**src/design/flc_pkg.sv**
```systemverilog
// Package for the FIFO lease lock controller: request and response payload types
// and the fixed field widths and reset constants. No dependencies.
package flc_pkg;

	localparam int MASK_W = 3;
	localparam int LEASE_W = 8;
	localparam logic [LEASE_W-1:0] LEASE_RESET = 8'd5;

	typedef struct packed {
		logic [MASK_W-1:0] acquire_mask;
		logic [MASK_W-1:0] release_mask;
	} cmd_t;

	typedef struct packed {
		logic               grant_valid;
		logic [1:0]         grant_id;
		logic [1:0]         queue_count;
		logic [LEASE_W-1:0] lease_left;
	} rsp_t;

endpackage

```
**src/design/flc_step.sv**
```systemverilog
// Combinational next-state and response logic for one period of the lock controller.
// Depends on flc_pkg for the payload types and field widths.
module flc_step import flc_pkg::*; #(
	parameter int NUM_REQUESTERS = 3
) (
	input  cmd_t                                      cmd,
	input  logic [LEASE_W-1:0]                        lease_periods,
	input  logic [$clog2(NUM_REQUESTERS+1)-1:0]       queue_cur [NUM_REQUESTERS],
	input  logic [$clog2(NUM_REQUESTERS+1)-1:0]       length_cur,
	input  logic [LEASE_W-1:0]                        timer_cur,
	output logic [$clog2(NUM_REQUESTERS+1)-1:0]       queue_nxt [NUM_REQUESTERS],
	output logic [$clog2(NUM_REQUESTERS+1)-1:0]       length_nxt,
	output logic [LEASE_W-1:0]                        timer_nxt,
	output rsp_t                                      rsp
);

	localparam int ID_W = $clog2(NUM_REQUESTERS + 1);

	logic [NUM_REQUESTERS-1:0] acq_ext;
	logic [NUM_REQUESTERS-1:0] rel_ext;

	assign acq_ext = NUM_REQUESTERS'(cmd.acquire_mask);
	assign rel_ext = NUM_REQUESTERS'(cmd.release_mask);

	always_comb begin
		logic [ID_W-1:0]    q [NUM_REQUESTERS];
		logic [ID_W-1:0]    len;
		logic [LEASE_W-1:0] tmr;
		logic [ID_W-1:0]    id;
		logic               dup;
		logic               gv;
		logic [ID_W-1:0]    gid;

		q = queue_cur;
		len = length_cur;
		tmr = timer_cur;
		id = '0;
		dup = 1'b0;
		gv = 1'b0;
		gid = '0;

		for (int i = 0; i < NUM_REQUESTERS; i++) begin
			id = ID_W'(i + 1);
			if (acq_ext[i]) begin
				dup = 1'b0;
				for (int k = 0; k < NUM_REQUESTERS; k++) begin
					if (ID_W'(k) < len && q[k] == id) begin
						dup = 1'b1;
					end
				end
				if (!dup && len < ID_W'(NUM_REQUESTERS)) begin
					for (int k = 0; k < NUM_REQUESTERS; k++) begin
						if (ID_W'(k) == len) begin
							q[k] = id;
						end
					end
					len = len + ID_W'(1);
				end
			end else if (rel_ext[i]) begin
				if (len != '0 && q[0] == id && tmr != '0 && tmr < lease_periods) begin
					tmr = LEASE_W'(1);
				end
			end
		end

		if (tmr == LEASE_W'(1)) begin
			tmr = '0;
			if (len != '0) begin
				for (int k = 1; k < NUM_REQUESTERS; k++) begin
					q[k-1] = q[k];
				end
				len = len - ID_W'(1);
			end
		end else if (tmr > LEASE_W'(1)) begin
			tmr = tmr - LEASE_W'(1);
		end

		if (tmr == '0 && len != '0) begin
			gv = 1'b1;
			gid = q[0];
			tmr = lease_periods;
		end

		queue_nxt = q;
		length_nxt = len;
		timer_nxt = tmr;
		rsp.grant_valid = gv;
		rsp.grant_id = gid[1:0];
		rsp.queue_count = len[1:0];
		rsp.lease_left = tmr;
	end

endmodule

```
**src/design/fifo_lease_lock_controller_top.sv**
```systemverilog
// An accepted request is held in the input stage (cmd_s1), and its response is registered in rsp_q.
// Throughput: one request per cycle; a stalled response holds the input stage.
// Reset (arst_n low, asynchronous) empties the queue, clears the lease timer and
// loads lease_periods with 5; queue entries are not cleared and are never read unwritten.
// Depends on flc_pkg and flc_step.
module fifo_lease_lock_controller_top import flc_pkg::*; #(
	parameter int NUM_REQUESTERS = 3
) (
	input  logic               clk,
	input  logic               arst_n,
	input  logic               cfg_we,
	input  logic [LEASE_W-1:0] cfg_wdata,
	input  logic               cmd_valid,
	output logic               cmd_stall,
	input  cmd_t               cmd,
	output logic               rsp_valid,
	input  logic               rsp_stall,
	output rsp_t               rsp
);

	localparam int ID_W = $clog2(NUM_REQUESTERS + 1);

	cmd_t               cmd_s1;
	logic               valid_s1;
	logic [ID_W-1:0]    queue_q [NUM_REQUESTERS];
	logic [ID_W-1:0]    length_q;
	logic [LEASE_W-1:0] timer_q;
	logic [LEASE_W-1:0] lease_q;
	rsp_t               rsp_q;
	logic               rsp_valid_q;

	logic [ID_W-1:0]    queue_nxt [NUM_REQUESTERS];
	logic [ID_W-1:0]    length_nxt;
	logic [LEASE_W-1:0] timer_nxt;
	rsp_t               rsp_nxt;
	logic               advance;

	assign advance = valid_s1 && (!rsp_valid_q || !rsp_stall);
	assign cmd_stall = valid_s1 && !advance;
	assign rsp_valid = rsp_valid_q;
	assign rsp = rsp_q;

	flc_step #(
		.NUM_REQUESTERS(NUM_REQUESTERS)
	) u_step (
		.cmd          (cmd_s1),
		.lease_periods(lease_q),
		.queue_cur    (queue_q),
		.length_cur   (length_q),
		.timer_cur    (timer_q),
		.queue_nxt    (queue_nxt),
		.length_nxt   (length_nxt),
		.timer_nxt    (timer_nxt),
		.rsp          (rsp_nxt)
	);

	always_ff @(posedge clk or negedge arst_n) begin
		if (!arst_n) begin
			valid_s1 <= 1'b0;
			length_q <= '0;
			timer_q <= '0;
			lease_q <= LEASE_RESET;
			rsp_valid_q <= 1'b0;
		end else begin
			if (cfg_we) begin
				lease_q <= cfg_wdata;
			end
			if (!cmd_stall) begin
				valid_s1 <= cmd_valid;
			end
			if (advance) begin
				length_q <= length_nxt;
				timer_q <= timer_nxt;
				rsp_valid_q <= 1'b1;
			end else if (!rsp_stall) begin
				rsp_valid_q <= 1'b0;
			end
		end
	end

	always_ff @(posedge clk) begin
		if (cmd_valid && !cmd_stall) begin
			cmd_s1 <= cmd;
		end
		if (advance) begin
			queue_q <= queue_nxt;
			rsp_q <= rsp_nxt;
		end
	end

endmodule

```
**config.mk**
```make
export PLATFORM = sky130hd
export DESIGN_NAME = fifo_lease_lock_controller_top
export DESIGN_NICKNAME = d
export VERILOG_FILES = /design/src/design/flc_pkg.sv /design/src/design/flc_step.sv /design/src/design/fifo_lease_lock_controller_top.sv
export SDC_FILE = /design/constraint.sdc
export NUM_CORES = 1
export LEC_CHECK = 0
export BUFFER_PORTS_ARGS = -buffer_cell sky130_fd_sc_hd__buf_2
export CORE_MARGIN = 10
export CORE_UTILIZATION = 60
export CTS_CLUSTER_DIAMETER = 40
export DETAILED_ROUTE_END_ITERATION = 10
export PLACE_DENSITY = 0.89
export SYNTH_ARGS = -nofsm -noshare
export SYNTH_HDL_FRONTEND = slang
export SYNTH_SLANG_ARGS = --single-unit
```
**constraint.sdc**
```tcl
create_clock -name clk -period 9.3 [get_ports clk]
set_input_delay 1.86 -clock clk [delete_from_list [all_inputs] [get_ports clk]]
set_output_delay 1.86 -clock clk [all_outputs]
set_load 0.02 [all_outputs]
```
==> reports/results.tsv <==
metric	value	unit
antenna_found_initial	0	
syn_inst	351	
initial_core_util	0.6199	
place_congestion	0.9544	
hold_start	valid_s1$_DFFE_PN0N_	
synth_ff_type	edfxtp_1	
drc	0	
rows	27	
synth_seq_area_share	0.3650	
combPwrFrac	0.636	
routed_wl	8068	µm
cts_tree	done	
die_area	0.009151	mm²
place_area	0.003643	mm²
worst_pin_slew	833.5	ps
final_area	0.003751	mm²
p_per_area	383.8	mW/mm²
finalCritPeriodShare	0.8270	
timing.rr.end	timer_q[0]$_DFFE_PN0P_	
root_buffer	clkbuf_8	
drive_above_1_share	0.1849	
grt_usage	0.1848	
holdPathEnd	rsp_valid$_DFFE_PN0P_	
yosysTopAreaCell	edfxtp_1	
hold_buffers	0	
power_frac_seq	0.260	
async_flop_share	0.4444	
path_max_fanout	15	
synth_warnings	0	
clk_latency	310	ps
ys_ff_latch	45	
first_pass_iters	5	
finalCriticalPeriod	7691	ps
antenna_cells	0	
peakVddDrop	0.0001601	V
slew_headroom	0.4409	
first_global_vias	2704	
vias	2823	
regToRegSetupSlack	1610	ps
totalNegativeSetupSlack	0	ps
avgSynthCellArea	9.785	µm²
io_pins	34	
synthToLayoutAreaGrowth	9.217	%
hold_path.class	reg2reg	
grt_max_degree	28	
grt_setup_unrepaired	no	
synth_top_cells_by_count	ha_1 (35), nand2_1 (30), edfxtp_1 (25), o21ai_0 (24), inv_1 (23)	
dp.cells	448	
netlist_area	0.003435	mm²
core	0.005540	mm²
dp_hpwl	6287	µm
post_cts_resized	0	
yosysMostFrequentCell	ha_1	
startpoint_type	flip-flop	
drv_slew	0	
min_delay_path_depth	1	
vias_per_cell	6.191	
nets	437	
critical_path_class	reg2reg	
overflow	0	
clock_path_buffers	2	
final_antenna_net_count	0	
postCtsSetupBuffers	0	
setup_viol	0	
fmax	0.1300	GHz
power_frac_clock	0.104	
grt_pass1_wl	13480	µm
place.port_buffers	33	
rr_startpoint	length_q[1]$_DFFE_PN0P_	
synth_cell_type_count	74	
die_x	95.66	µm
p_int	0.7460	mW
worstRegToRegCells	27	
worstPathRequired	9500	ps
worstPathArrival	7890	ps
synth_top_area_frac	0.2186	
first_iter_violations	235	
synth_nets	405	
htreeDepth	2	
wire_per_inst	17.69	µm
clkSinkCount	45	
p_switching	0.6937	mW
p_sw_frac	0.4819	
status	completed	
instances_no_fill	456	
power_leakage	1.611	nW
finClkSkew	8.951	ps
cts_buffers	5	
synth_area_leaders	edfxtp_1 (22%), dfrtp_1 (13%), ha_1 (13%)	
synth-edff-count	25	
die_y	95.66	µm
hold_viol	0	
path_clk_slew	90	ps
endpoint_kind	flip-flop	
maxCapViolations	0	
## cell usage in the layout (no fill, tap or decap), types with 18 or more instances in the layout
| cell type | synthesis | routed |
|---|---|---|
| ha_1 | 35 | 35 |
| nand2_1 | 30 | 30 |
| inv_1 | 23 | 23 |
| buf_2 | 0 | 33 |
| o21ai_0 | 24 | 24 |
| edfxtp_1 | 25 | 25 |
| dfrtp_1 | 18 | 18 |
| a21oi_1 | 19 | 19 |
| nor2_1 | 20 | 20 |
## cells by family after synthesis
kind of cell,Yosys count,share of synthesized area
multiplexers,7,0.02441
AND/OR/NAND/NOR,131,0.2251
buffers and inverters,33,0.04189
flip-flops,45,0.3650
adder cells (fa/ha/maj),35,0.1275
XOR/XNOR,4,0.01421
AO/OA/AOI/OAI,96,0.2018
## metrics by stage
step / power, mW / setup slack, ps / hold slack (ps) / utilization
6_report: 1.440 / 1609 / 519.3 / 0.6771
3_3_place_gp: 1.243 / 1986 / 483.0 / 0.6576
2_1_floorplan: 1.055 / 2264 / 457.4 / -
3_5_place_dp: 1.272 / 1756 / 486.8 / 0.6576
5_1_grt: 1.550 / 1032 / 550.1 / 0.6771
4_1_cts: 1.424 / 1721 / 511.4 / 0.6771
## sequential cells by signal, indices dropped and copies added (netlist names)
register / cells
valid_s1: 1
queue_q: 6
lease_q: 8
cmd_s1: 6
rsp_valid: 1
timer_q: 8
length_q: 2
rsp: 13
## power by group through the flow
stage	combinational, mW	clock [mW]	sequential (mW)
6_report	0.915	0.150	0.374
2_1_floorplan	0.681	0	0.374
3_5_place_dp	0.898	0	0.374
3_3_place_gp	0.868	0	0.374
5_1_grt	1.01	0.159	0.384
4_1_cts	0.901	0.150	0.372
## final cells by class
cell class	count	area, µm²
repair buffers	34	172.7
clock buffers	6	72.57
multi-input cells	273	2037
clock inverters	2	35.03
fillers	450	1789
inverters	24	90.09
flip-flops and latches	45	1254
well taps	72	90.09
## critical path: stages (launching register included)
cell and delay [ps]:
dfrtp_1 450, inv_1 130, ha_1 260, nor3b_2 110, nor2_1 310, nand2_1 110, xnor2_1 410, inv_1 130
ha_1 230, or2_2 280, a311o_1 390, nor4b_1 450, nand2_1 370, and3_1 310, ha_1 290, a211oi_1 250
nor2_1 70, or4_4 480, or3_4 420, and3_1 300, nand2_1 160, ha_1 260, nor2_1 70, a41oi_1 360
nor4b_2 140, mux2i_4 260, nand4_4 270, o31ai_1 320
## worst max-delay path by stage
stage | slack, ps | to | cells after the start | start
6_report | 1610 | timer_q[0]$_DFFE_PN0P_ | 27 | length_q[1]$_DFFE_PN0P_
5_1_grt | 1030 | rsp[3]$_DFFE_PP_ | 27 | length_q[1]$_DFFE_PN0P_
4_1_cts | 1720 | timer_q[0]$_DFFE_PN0P_ | 27 | length_q[1]$_DFFE_PN0P_
3_5_place_dp | 1760 | timer_q[0]$_DFFE_PN0P_ | 27 | length_q[1]$_DFFE_PN0P_
3_3_place_gp | 1990 | rsp[3]$_DFFE_PP_ | 27 | length_q[1]$_DFFE_PN0P_
2_1_floorplan | 2260 | rsp[2]$_DFFE_PP_ | 31 | lease_q[2]$_DFFE_PN1P_
## per-layer routing
metal	track usage	vias up	share of wire
met5	0	-	0
met4	0.05405	0	0.016
met3	0.02514	9	0.061
met2	0.2816	113	0.45
met1	0.2657	1332	0.48
li1	-	1369	-
(Power assumes the default switching activity.)
